<file path="src/rtl/bti_pkg.sv">
package bti_pkg;

  localparam int unsigned CFG_TABLES = 4;
  localparam int unsigned CNT_W      = 5;
  localparam int unsigned CFG_IDX_W  = 3;

  typedef enum logic [1:0] {
    KIND_LOOKUP = 2'd0,
    KIND_ROW    = 2'd1,
    KIND_COL    = 2'd2,
    KIND_ENTRY  = 2'd3
  } kind_e;

  typedef struct packed {
    kind_e       kind;
    logic [1:0]  tsel;
    logic [3:0]  row;
    logic [3:0]  col;
    logic [31:0] data;
    logic [31:0] qr;
    logic [31:0] qc;
    logic        oor;
  } item_t;

endpackage

</file>
<file path="src/rtl/bti_front.sv">
module bti_front #(
  parameter int unsigned NUM_TABLES = 4,
  parameter int unsigned MAX_ROWS   = 16,
  parameter int unsigned MAX_COLS   = 16
) (
  input  logic                clk_i,
  input  logic                rst_ni,
  input  logic                in_valid_i,
  output logic                in_ready_o,
  input  logic [1:0]          kind_i,
  input  logic [1:0]          table_select_i,
  input  logic [3:0]          row_index_i,
  input  logic [3:0]          col_index_i,
  input  logic [31:0]         write_value_i,
  input  logic [31:0]         query_row_i,
  input  logic [31:0]         query_col_i,
  output logic                q_valid_o,
  output bti_pkg::item_t      q_item_o,
  input  logic                q_pop_i
);

  bti_pkg::item_t mem_q [2];
  logic           wptr_q, rptr_q;
  logic [1:0]     cnt_q;
  bti_pkg::item_t item;
  logic           push, drop, pop, bad_t, bad_r, bad_c;

  assign in_ready_o = (cnt_q != 2'd2);
  assign q_valid_o  = (cnt_q != 2'd0);
  assign q_item_o   = mem_q[rptr_q];
  assign pop        = q_pop_i && q_valid_o;

  assign bad_t = (32'(table_select_i) >= NUM_TABLES);
  assign bad_r = (32'(row_index_i) >= MAX_ROWS);
  assign bad_c = (32'(col_index_i) >= MAX_COLS);

  always_comb begin
    item.kind = bti_pkg::kind_e'(kind_i);
    item.tsel = table_select_i;
    item.row  = row_index_i;
    item.col  = col_index_i;
    item.data = write_value_i;
    item.qr   = query_row_i;
    item.qc   = query_col_i;
    item.oor  = bad_t;
    unique case (item.kind)
      bti_pkg::KIND_LOOKUP: drop = 1'b0;
      bti_pkg::KIND_ROW:    drop = bad_t || bad_r;
      bti_pkg::KIND_COL:    drop = bad_t || bad_c;
      bti_pkg::KIND_ENTRY:  drop = bad_t || bad_r || bad_c;
      default:              drop = 1'b1;
    endcase
  end

  assign push = in_valid_i && in_ready_o && !drop;

  always_ff @(posedge clk_i or negedge rst_ni) begin
    if (!rst_ni) begin
      wptr_q <= 1'b0;
      rptr_q <= 1'b0;
      cnt_q  <= 2'd0;
    end else begin
      if (push) begin
        mem_q[wptr_q] <= item;
        wptr_q        <= ~wptr_q;
      end
      if (pop) begin
        rptr_q <= ~rptr_q;
      end
      cnt_q <= cnt_q + 2'(push) - 2'(pop);
    end
  end

endmodule

</file>
<file path="config.mk">
export PLATFORM = sky130hd
export DESIGN_NAME = bti_front
export DESIGN_NICKNAME = d
export VERILOG_FILES = /design/src/rtl/bti_pkg.sv /design/src/rtl/bti_front.sv
export SDC_FILE = /design/constraint.sdc
export NUM_CORES = 1
export LEC_CHECK = 0
export BUFFER_PORTS_ARGS = -buffer_cell sky130_fd_sc_hd__buf_2
export CAP_MARGIN = 10
export CORE_MARGIN = 1
export CORE_UTILIZATION = 56
export DETAILED_ROUTE_END_ITERATION = 12
export GPL_ROUTABILITY_DRIVEN = 1
export PLACE_DENSITY = 0.91
export SLEW_MARGIN = 20
export SYNTH_ARGS = -nofsm -noshare
export SYNTH_HDL_FRONTEND = slang
export SYNTH_SLANG_ARGS = --single-unit
</file>
<file path="constraint.sdc">
create_clock -name clk_i -period 16.1 [get_ports clk_i]
set_input_delay 1.61 -clock clk_i [delete_from_list [all_inputs] [get_ports clk_i]]
set_output_delay 1.61 -clock clk_i [all_outputs]
set_load 0.01 [all_outputs]
</file>
==> summary.txt, run 1 <==
Worst setup path
  • RR Startpoint: cnt_q[0]
  • Reg2Reg Setup Slack: around 14000 ps
  • Critical path startpoint category: register
  • CP required: about 14000 ps
  • Critical Path AT: 2750 ps
  • Crit Path Class: register to output port
  • R2R cell count: 4
  • Crit path cell chain: buf_4 -> mux2_2 -> buf_2
  • RR Endpoint: mem_q[0][37]
  • CP endpoint kind: output port
  • Critical Path Fanout Max: 55
  • CP peak stage delay: 900 ps
  • CP max-delay cell: dfrtp_4
  • CP Buf/Inv Count: 2
  • Delay-heaviest family, CP: flip-flops

STA
  • Unrepaired setup endpoints after global routing: no
  • Period minus WS final: 4360 ps
  • Worst setup margin: 11740 ps
  • Slew Viols, Final: 0
  • Worst-Margin Slew: 1070 ps
  • Final Hold Fails: 0
  • Clk_skew: 10.3 ps
  • Part of the cycle the worst path needs: 27.1%
  • Relative slew slack: 28.7%
  • Setup_tns: 0 ps
  • Count of final setup violators: 0
  • Max Clk Rate: 230 MHz

GRT
  • Number of global-route vias before repair: 4206
  • First-pass GRT wire length: 21700 um
  • Largest net degree at the start of global routing: between 90 and 100
  • Antenna violations before repair: 0
  • GR Util All Layers: 19.2%
  • Total gr overflow: 0

Floorplanning
  • Top-Level Pins: ~220
  • Placement Rows: 43
  • Die Wd: 122 um
  • Initial core utilization: 57.6%
  • Core footprint: 0.0139 mm2
  • Die area: 0.0148 mm2
  • Die height: 122 um

Cells and area
  • Layout cells sized above 1: between 60% and 70%
  • Layout area overhead: 24.8%
  • Final #Nets: 705
  • Final core utilization: 72.0%
  • Area of the multi-input gates: 0.00136 mm2
  • Layout Cells excl Fill: 787
  • Diode count: 0
  • Fill count: 849
  • Reg area: 0.00659 mm2

Route
  • DR iter-0 viols: 281
  • Via density: 5.19
  • DRT Pass-1 Iters: 4
  • Post-route ant nets: 0
  • Routed vias: 4083
  • Post-Route WL: between 10000 and 15000 um
  • Wire per inst: 18.6 um
  • DRC viols: 0

Clock network
  • CTS Hold Bufs: 0
  • Clock root buffer master: clkbuf_16
  • Post-CTS sizing: 0
  • Max Root-Sink Buffers: 3
  • H-tree depth: 1
  • Clock transition at the registers of the reported paths: roughly 60 ps
  • Num CTS Buffers: 22
  • Post CTS Setup Buffer Count: 0
  • CTS tree: yes
  • Clock Latency Late Sink: around 480 ps
  • Clk sinks: between 200 and 250

Synth
  • Post-synthesis mux area share: 15.6%
  • Post-synthesis compound-gate area fraction: 0%
  • Synth unique cells: 18
  • Combinational family with the most area after synthesis: multiplexers
  • Synthesis Warnings: 0
  • Post-Synthesis Cells: roughly 360
  • Avg Cell Area, Syn: 22.6 um2
  • Syn_nets: 469
  • Sequential share of the synthesized area: 82.0%
  • Adder-cell share of the synthesized area: 0.312%
  • Synthesized area: 0.00803 mm2
  • #FFs+latches synth: 220
  • Post-Synth Simple-Gate Area: less than 1%
  • Synth Area in XOR/XNOR: less than 1%

Pwr
  • Logic gate share of total power: ~25%
  • Switching share of power: 26.9%
  • Sequential share of power: 45.9%
  • Total power: 1650 uW
  • P_sw: around 440 uW
  • Clock group share of total power: 29.4%
  • Cell internal pwr: 1210 uW
  • PwrDens: approximately 160 mW/mm2
  • Worst VDD drop: 0.123 mV
  • Leakage: 0.00377 uW

Worst hold path
  • Endpoint with the worst hold slack: cnt_q[1]
  • Worst hold stages: 1
  • Hold Crit Class: register to register
  • Min-delay src: cnt_q[1]

Placement
  • Cell total after placement: 747
  • Final Wtd Congestion: 0.702
  • Buffers added on ports: 221
  • Pre-CTS setup slack: 12240 ps
  • DPL Wire Length: 9430 um

Run status
  • Run status: completed

Flow run
  • Max-Cap Viols: 0
[per-stage QoR]
step                      hold WS [ps]  cell area (um2)
after floorplan                    460             8030
after global placement             476             9320
after detailed placement           491             9320
after CTS                          505            10000
after global routing               528            10000
final                              498            10000
[cell usage in the layout (no fill, tap or decap)]
master	Yosys	layout
ha_1	2	2
edfxtp_1	216	216
clkbuf_16	0	23
buf_4	1	3
nand2_1	1	1
xor2_1	1	1
nand2b_1	1	1
and4_4	0	1
mux2_4	10	10
mux2_2	98	98
or2_2	1	1
buf_6	3	1
nor3b_2	0	1
conb_1	1	1
dfrtp_1	4	3
clkinv_2	0	3
clkinv_4	0	1
bufinv_16	0	1
xnor2_1	3	3
dfrtp_4	0	1
clkbuf_8	0	3
clkbuf_1	0	4
and2_1	1	1
clkinv_1	0	5
inv_1	1	1
buf_2	9	221
[cell families after synthesis]
family	Yosys count
flops	220
xor+xnor	4
other cells	1
fa+ha+maj	2
mux	108
simple gates	6
buf+inv	14
[synth_stat cells]
cell        n  share of area, %
and2_1      1             0.078
and4_1      1              0.11
buf_2       9              0.56
buf_4       1             0.093
buf_6       3              0.42
conb_1      1             0.047
dfrtp_1     4               1.2
edfxtp_1  216                81
ha_1        2              0.31
inv_1       1             0.047
mux2_2     98                14
mux2_4     10               1.9
nand2_1     1             0.047
nand2b_1    1             0.078
nor3b_1     1             0.093
or2_2       1             0.078
xnor2_1     3              0.33
xor2_1      1              0.11
[metal layers]
layer  share of wire [%]  up-vias  global-route usage (%)
met3                 7.5       21                    4.92
met4                 1.8        0                    5.48
met2                  51      167                    33.8
met5                   0        -                       0
met1                  39     2006                    23.4
li1                    -     1889                       -
[worst max path at each step]
stage / end / startpoint / slack, ps / cells past startpoint
2_1_floorplan: mem_q[0][0] / in_valid_i / 5810 / 2
3_3_place_gp: q_item_o[68] / rptr_q / 12270 / 3
3_5_place_dp: q_item_o[75] / rptr_q / 12240 / 3
4_1_cts: q_item_o[75] / rptr_q / 11700 / 3
5_1_grt: q_item_o[75] / rptr_q / 11610 / 3
6_report: q_item_o[75] / rptr_q / 11740 / 3
[power by group through the flow]
stage / Sequential, uW / Clock, uW / Combinational, uW
3_3_place_gp: 765 / 0 / 398
2_1_floorplan: 750 / 0 / 293
5_1_grt: 767 / 517 / 437
3_5_place_dp: 771 / 0 / 410
4_1_cts: 760 / 497 / 414
6_report: 758 / 487 / 408
[worst register-to-register path, cell delays in order (launching register included)]
cell	delay, ps
dfrtp_1	360
nand2b_1	200
nand2_1	150
nor3b_2	230
buf_4	840
[area by class of cell]
| cell class | instances | share of cell area, % |
|---|---|---|
| well taps | 180 | 2.25 |
| repair buffers | 225 | 11.4 |
| clock buffers | 30 | 6.30 |
| flip-flops and latches | 220 | 65.7 |
| inverters | 1 | 0.0374 |
| multi-input cells | 121 | 13.6 |
| clock inverters | 10 | 0.724 |
[sequential cells by signal (all words and copies together), names as in the netlist]
register / count
rptr_q: 1
cnt_q: 2
mem_q: 216
wptr_q: 1
Power figures use the tool's default switching activity.
==> run 2, diff against run 1 <==
--- a/config.mk
+++ b/config.mk
@@ -8,10 +8,10 @@
 export BUFFER_PORTS_ARGS = -buffer_cell sky130_fd_sc_hd__buf_2
 export CAP_MARGIN = 10
 export CORE_MARGIN = 1
-export CORE_UTILIZATION = 56
+export CORE_UTILIZATION = 52
 export DETAILED_ROUTE_END_ITERATION = 12
 export GPL_ROUTABILITY_DRIVEN = 1
-export PLACE_DENSITY = 0.91
+export PLACE_DENSITY = 0.85
 export SLEW_MARGIN = 20
 export SYNTH_ARGS = -nofsm -noshare
 export SYNTH_HDL_FRONTEND = slang
==> constraint.sdc (replaced) <==
create_clock -name clk_i -period 4.5 [get_ports clk_i]
set_input_delay 0.45 -clock clk_i [delete_from_list [all_inputs] [get_ports clk_i]]
set_output_delay 0.45 -clock clk_i [all_outputs]
set_load 0.01 [all_outputs]
==> run 2 against run 1 <==
Non-clock buffer count grew 3. Largest cell class unchanged. Core utilization shrank 5.8 points. Largest power group unchanged. Total power grew to 3.5 times the previous value. Cell count grew 1.5%.
==> summary.txt, run 2 (synthesis results as in run 1) <==
Cells and area
  • Layout area overhead: 24.8% (about the same)
  • Finished Cell Area: 0.0100 mm2 (about the same)
  • Fill count: 963 (+13%)
  • Most frequent cells in the layout: buf_2 (221), edfxtp_1 (216), mux2_2 (98)
  • Largest Register: mem_q
  • Final #Nets: 708 (+0.43%)
  • Area of the multi-input gates: 0.00137 mm2 (+0.46%)
  • Layout cells sized above 1: 60.5% (-0.13 points)
  • Commonest non-fill, non-tap cell in the layout: buf_2
  • Reg area: 0.00659 mm2 (unchanged)
  • Top flop regs: mem_q: 216 flops, cnt_q: 2 flops
  • Largest register FFs: 216 (unchanged)

Worst hold path
  • Hold Crit Class: input pin to register

Clock network
  • Clock root buffer master: clkbuf_16
  • H-tree depth: 1 (unchanged)
  • Post-CTS sizing: 0 (unchanged)
  • Clock transition at the registers of the reported paths: 60 ps (about the same)
  • Num CTS Buffers: 22 (unchanged)
  • Max Root-Sink Buffers: 3 (unchanged)
  • Clk sinks: 220 (unchanged)
  • Clock Latency Late Sink: 490 ps (about the same)
  • CTS tree: yes

STA
  • Relative slew slack: 50.5% (+22 points)
  • Unrepaired setup endpoints after global routing: no
  • Slew Viols, Final: 0 (unchanged)
  • Period minus WS final: approximately 2800 ps
  • Max Clk Rate: 352 MHz
  • Clk_skew: 10.9 ps (+0.615 ps)
  • Setup_tns: 0 ps (unchanged)
  • Part of the cycle the worst path needs: 63.1%
  • Count of final setup violators: 0 (unchanged)
  • Final Hold Fails: 0 (unchanged)
  • Worst-Margin Slew: 743 ps (-327 ps)

Route
  • DRT Pass-1 Iters: 4 (unchanged)
  • Post-route ant nets: 0 (unchanged)
  • Routed vias: 4130 (+1.2%)
  • DR iter-0 viols: 246 (-12%)
  • Via density: 5.17 (-0.37%)
  • Post-Route WL: 14500 um (-1.3%)
  • DRC viols: 0 (unchanged)
  • Wire per inst: 18.1 um (-2.8%)

Pwr
  • Worst VDD drop: 0.327 mV (+170%)
  • PwrDens: 580 mW/mm2 (+250%)
  • Leakage: 0.00377 uW (about the same)

Floorplanning
  • Top-Level Pins: 223 (unchanged)
  • Initial core utilization: 53.0% (-4.6 points)
  • Die Wd: 126 um (+3.7%)
  • Die area: 0.0159 mm2 (+7.6%)
  • Placement Rows: 45 (+4.7%)
  • Core footprint: 0.0151 mm2 (+8.7%)
  • Die height: 126 um (+3.7%)

Worst setup path
  • CP Buf/Inv Count: 2 (unchanged)
  • Crit path cell chain: buf_12 -> mux2_2 -> buf_2
  • Critical path startpoint category: register
  • Delay-heaviest family, CP: flip-flops
  • Critical Path Fanout Max: 59 (+7.3%)
  • CP endpoint kind: output port
  • CP required: 4050 ps (-10440 ps)
  • CP max-delay cell: dfrtp_4
  • Critical Path AT: 2390 ps (-360 ps)
  • CP peak stage delay: 890 ps (about the same)
  • Crit Path Class: register to output port

Placement
  • Final Wtd Congestion: 0.756 (+7.7%)
  • DPL Wire Length: 9590 um (+1.7%)
  • Area post-placement: 0.00936 mm2 (+0.47%)
  • Buffers added on ports: 221 (unchanged)

GRT
  • GR Util All Layers: 18.0% (-1.3 points)
  • Number of global-route vias before repair: 4391 (+4.4%)
  • Antenna violations before repair: 2 (+2)
  • Largest net degree at the start of global routing: 60 (-34%)
  • Total gr overflow: 0 (unchanged)
  • First-pass GRT wire length: 22000 um (+1.6%)

Run status
  • Run status: completed

Flow run
  • Max-Cap Viols: 0 (unchanged)
[run 2: cell count changes in the layout (fill, tap and decap cells not counted)]
| cell | previous run | this run |
|---|---|---|
| buf_6 | 1 | 0 |
| dlygate4sd3_1 | 0 | 1 |
| buf_12 | 0 | 1 |
| bufinv_16 | 1 | 0 |
| nor3b_2 | 1 | 0 |
| clkbuf_1 | 4 | 5 |
| nor3b_4 | 0 | 1 |
| diode_2 | 0 | 1 |
| clkinv_2 | 3 | 7 |
| buf_4 | 3 | 5 |
| clkinv_4 | 1 | 0 |
| clkbuf_8 | 3 | 0 |
[run 2: path summary, 6_finish.rpt]
path | from | endpoint | slack [ps] | cells past startpoint
min | write_value_i[26] | mem_q[0][90] | 150 | 1
max | rptr_q | q_item_o[101] | 1660 | 3
max reg2reg | cnt_q[1] | mem_q[1][14] | 2390 | 3
min reg2reg | cnt_q[0] | cnt_q[0] | 520 | 1
min in group asynchronous | rst_ni | cnt_q[0] | 320 | 2
max in group asynchronous | rst_ni | rptr_q | 4020 | 2
[run 2: report_power, final]
group | switching (uW) | total, uW | internal [uW]
registers | 159 | 2710 | 2550
logic | 721 | 1470 | 747
clock network | 701 | 1630 | 931
[run 2: per-stage QoR]
stage          total power [uW]  hold slack (ps)  util [%]  worst slack (ps)  cells
6_report                   5810              146      66.2              1660    799
5_1_grt                    6060              121      66.2              1550    798
4_1_cts                    5880              126      66.2              1640    798
3_5_place_dp               4240              278      61.8              2170    757
3_3_place_gp               4190              272      61.8              2190    757
2_1_floorplan              3710              154         -               565    355
[run 2: cell type report]
type | count | share of cell area, %
Antenna cell | 1 | 0.0250
Sequential cell | 220 | 65.7
Timing Repair Buffer | 228 | 11.7
Tap cell | 188 | 2.35
Inverter | 1 | 0.0374
Multi-Input combinational cell | 121 | 13.7
Clock inverter | 12 | 0.537
Clock buffer | 28 | 5.93
[run 2: what timing repair did]
| item | CTS | global route |
|---|---|---|
| buffers inserted | 0 | 0 |
| hold buffers | 1 | 0 |
| hold endpoints to repair | 4 | 0 |
[run 2: worst reg2reg max path, stage by stage (launching register included)]
cell and delay [ps]:
dfrtp_1 410, nand2b_1 130, and4_4 620, buf_4 560
[run 2: per-layer routing]
metal	vias up	global-route usage, %	share of wire (%)
met3	29	5.31	7.7
met4	0	5.10	2.0
met5	-	0	0
met2	167	32.6	52
met1	2043	20.6	38
li1	1891	-	-
==> run 3, diff against run 2 <==
--- a/config.mk
+++ b/config.mk
@@ -8,10 +8,10 @@
 export BUFFER_PORTS_ARGS = -buffer_cell sky130_fd_sc_hd__buf_2
 export CAP_MARGIN = 10
 export CORE_MARGIN = 1
-export CORE_UTILIZATION = 52
+export CORE_UTILIZATION = 47
 export DETAILED_ROUTE_END_ITERATION = 12
 export GPL_ROUTABILITY_DRIVEN = 1
-export PLACE_DENSITY = 0.85
+export PLACE_DENSITY = 0.82
 export SLEW_MARGIN = 20
 export SYNTH_ARGS = -nofsm -noshare
 export SYNTH_HDL_FRONTEND = slang
==> constraint.sdc (replaced) <==
create_clock -name clk_i -period 2.6 [get_ports clk_i]
set_input_delay 0.26 -clock clk_i [delete_from_list [all_inputs] [get_ports clk_i]]
set_output_delay 0.26 -clock clk_i [all_outputs]
set_load 0.01 [all_outputs]
==> run 3 against run 2 <==
Sequential share of layout area is 7.3 points lower. Non-clock buffer count grew 109. Core utilization increased by 1.6 points. Routed wire length is 17% higher. Die area grew 10%. Cell area up 12%. Clock power is 93% higher. Count of clock-buffer cells in the layout unchanged. Critical path depth unchanged. Global-route usage grew 1.1 points. Cell count up 18%. First-iteration DRC count increased by 1.6%. Largest cell class unchanged.
==> summary.txt, run 3 (synthesis results as in run 1) <==
STA
  • Slew Viols, Final: 0 (unchanged)
  • Part of the cycle the worst path needs: 88.5%
  • Clk_skew: 11.9 ps (+0.962 ps)
  • Max Clk Rate: about 430 MHz
  • Unrepaired setup endpoints after global routing: no
  • Final Hold Fails: 0 (unchanged)
  • Worst setup margin: 298 ps (-1360 ps)
  • Count of final setup violators: 0 (unchanged)
  • WHS: 121 ps (-25.0 ps)
  • Period minus WS final: about 2300 ps

Clock network
  • Clk sinks: 220 (unchanged)
  • Max Root-Sink Buffers: 3 (unchanged)
  • H-tree depth: 1 (unchanged)
  • Clock Latency Late Sink: 490 ps (about the same)
  • Post CTS Setup Buffer Count: 0 (unchanged)
  • Clock root buffer master: clkbuf_16
  • Num CTS Buffers: 22 (unchanged)
  • Clock transition at the registers of the reported paths: 60 ps (about the same)
  • CTS tree: yes

Cells and area
  • Final #Nets: 817 (+15%)
  • Largest register FFs: 216 (unchanged)
  • Most frequent cells in the layout: buf_2 (221), edfxtp_1 (216), dlygate4sd3_1 (109)
  • Layout cells sized above 1: 51.2% (-9.3 points)
  • Largest Register: mem_q
  • Layout area overhead: 40.3%
  • Fill count: 1061 (+10%)
  • Finished Cell Area: 0.0113 mm2 (+12%)
  • Top flop regs: mem_q: 216 flops, cnt_q: 2 flops
  • Commonest non-fill, non-tap cell in the layout: buf_2
  • Diode count: 0 (-1)

GRT
  • Number of global-route vias before repair: 5139 (+17%)
  • First-pass GRT wire length: 26100 um (+19%)
  • Total gr overflow: 0 (unchanged)
  • GR Util All Layers: 19.1% (+1.1 points)
  • Antenna violations before repair: 0 (-2)
  • Largest net degree at the start of global routing: 62 (+3.3%)

Worst setup path
  • Crit Path Class: register to output port
  • CP required: 2340 ps (-1710 ps)
  • CP max-delay cell: dfrtp_4
  • Crit path cell chain: buf_12 -> mux2_2 -> buf_2
  • Critical Path Fanout Max: 42 (-29%)
  • Critical path startpoint category: register
  • Critical Path AT: 2040 ps (-350 ps)
  • CP endpoint kind: output port
  • CP peak stage delay: 690 ps (-200 ps)

Route
  • Post-route ant nets: 0 (unchanged)
  • Wire per inst: 18.0 um (-0.36%)
  • DRT Pass-1 Iters: 4 (unchanged)
  • DR iter-0 viols: 250 (+1.6%)
  • Post-Route WL: 16900 um (+17%)
  • Via density: 4.88 (-5.6%)
  • Routed vias: 4580 (+11%)
  • DRC viols: 0 (unchanged)

Floorplanning
  • Die area: 0.0176 mm2 (+10%)
  • Top-Level Pins: 223 (unchanged)
  • Die height: 133 um (+5.1%)
  • Die Wd: 133 um (+5.1%)
  • Initial core utilization: 48.3% (-4.8 points)
  • Placement Rows: 47 (+4.4%)
  • Core footprint: 0.0166 mm2 (+9.9%)

Pwr
  • Leakage: 0.00427 uW (+13%)
  • Worst VDD drop: 0.550 mV (+68%)
  • PwrDens: 943 mW/mm2 (+63%)

Flow run
  • Max-Cap Viols: 0 (unchanged)

Run status
  • Run status: completed

Placement
  • Pre-CTS setup slack: 703 ps (-1460 ps)
  • Final Wtd Congestion: 0.686 (-9.2%)
  • Buffers added on ports: 221 (unchanged)
  • DPL Wire Length: 10100 um (+5.0%)
  • Area post-placement: 0.00946 mm2 (+1.1%)

Worst hold path
  • Hold Crit Class: input pin to register
[run 3: cell count changes in the layout (fill, tap and decap cells not counted)]
cell / previous run / this run
dlygate4sd3_1: 1 / 109
clkinv_2: 7 / 1
buf_12: 1 / 5
buf_4: 5 / 2
bufinv_16: 0 / 3
clkinv_1: 5 / 8
diode_2: 1 / 0
nand2_1: 1 / 0
nand2_2: 0 / 1
[run 3: routing by layer]
layer / routed length, um / GRT usage, %
met1: 6400 / 21.4
met3: 908 / 3.75
met2: 9260 / 36.4
met4: 354 / 5.56
met5: 0 / 0
[run 3: report_power, final]
part / internal (uW) / switching [uW]
logic: 1450 / 1420
registers: 4410 / 204
clock network: 1910 / 1230
total: 7770 / 2860
[run 3: area by class of cell]
cell class                 count  area (um2)  share of cell area, %
clock buffer                  28         594                   5.27
clock inverter                12         125                   1.11
inverter                       1        3.75                 0.0333
multi-input combinational    121        1370                   12.2
sequential                   220        6590                   58.5
tap                          220         275                   2.44
timing repair buffer         337        2310                   20.5
[run 3: timing repair]
action                                  CTS  global route
hold buffers                            109             0
endpoints found under the hold margin   220             0
endpoints found under the setup margin    0             0
resized for setup                         0             0
[run 3: final timing paths]
check | start | end | slack [ps] | cells past startpoint
min in group asynchronous | rst_ni | wptr_q | 150 | 2
min reg2reg | cnt_q[0] | cnt_q[0] | 540 | 1
max in group asynchronous | rst_ni | rptr_q | 2290 | 2
max reg2reg | cnt_q[1] | mem_q[1][103] | 710 | 3
min | in_valid_i | wptr_q | 120 | 3
max | rptr_q | q_item_o[6] | 300 | 3
[run 3: through the flow]
stage / TNS, ps / util [%] / instances / power [uW]
floorplan: -134830 / - / 355 / 6410
global placement: 0 / 56.9 / 790 / 7320
detailed placement: 0 / 56.9 / 790 / 7420
CTS: 0 / 67.7 / 939 / 10700
global route: 0 / 67.7 / 939 / 11100
finish: 0 / 67.7 / 939 / 10600
[run 3: critical path: cells and delay by family, from the launching register on]
| kind | cells | cell delay (ps) |
|---|---|---|
| buffers and inverters | 2 | 430 |
| flip-flops | 1 | 690 |
| multiplexers | 1 | 380 |
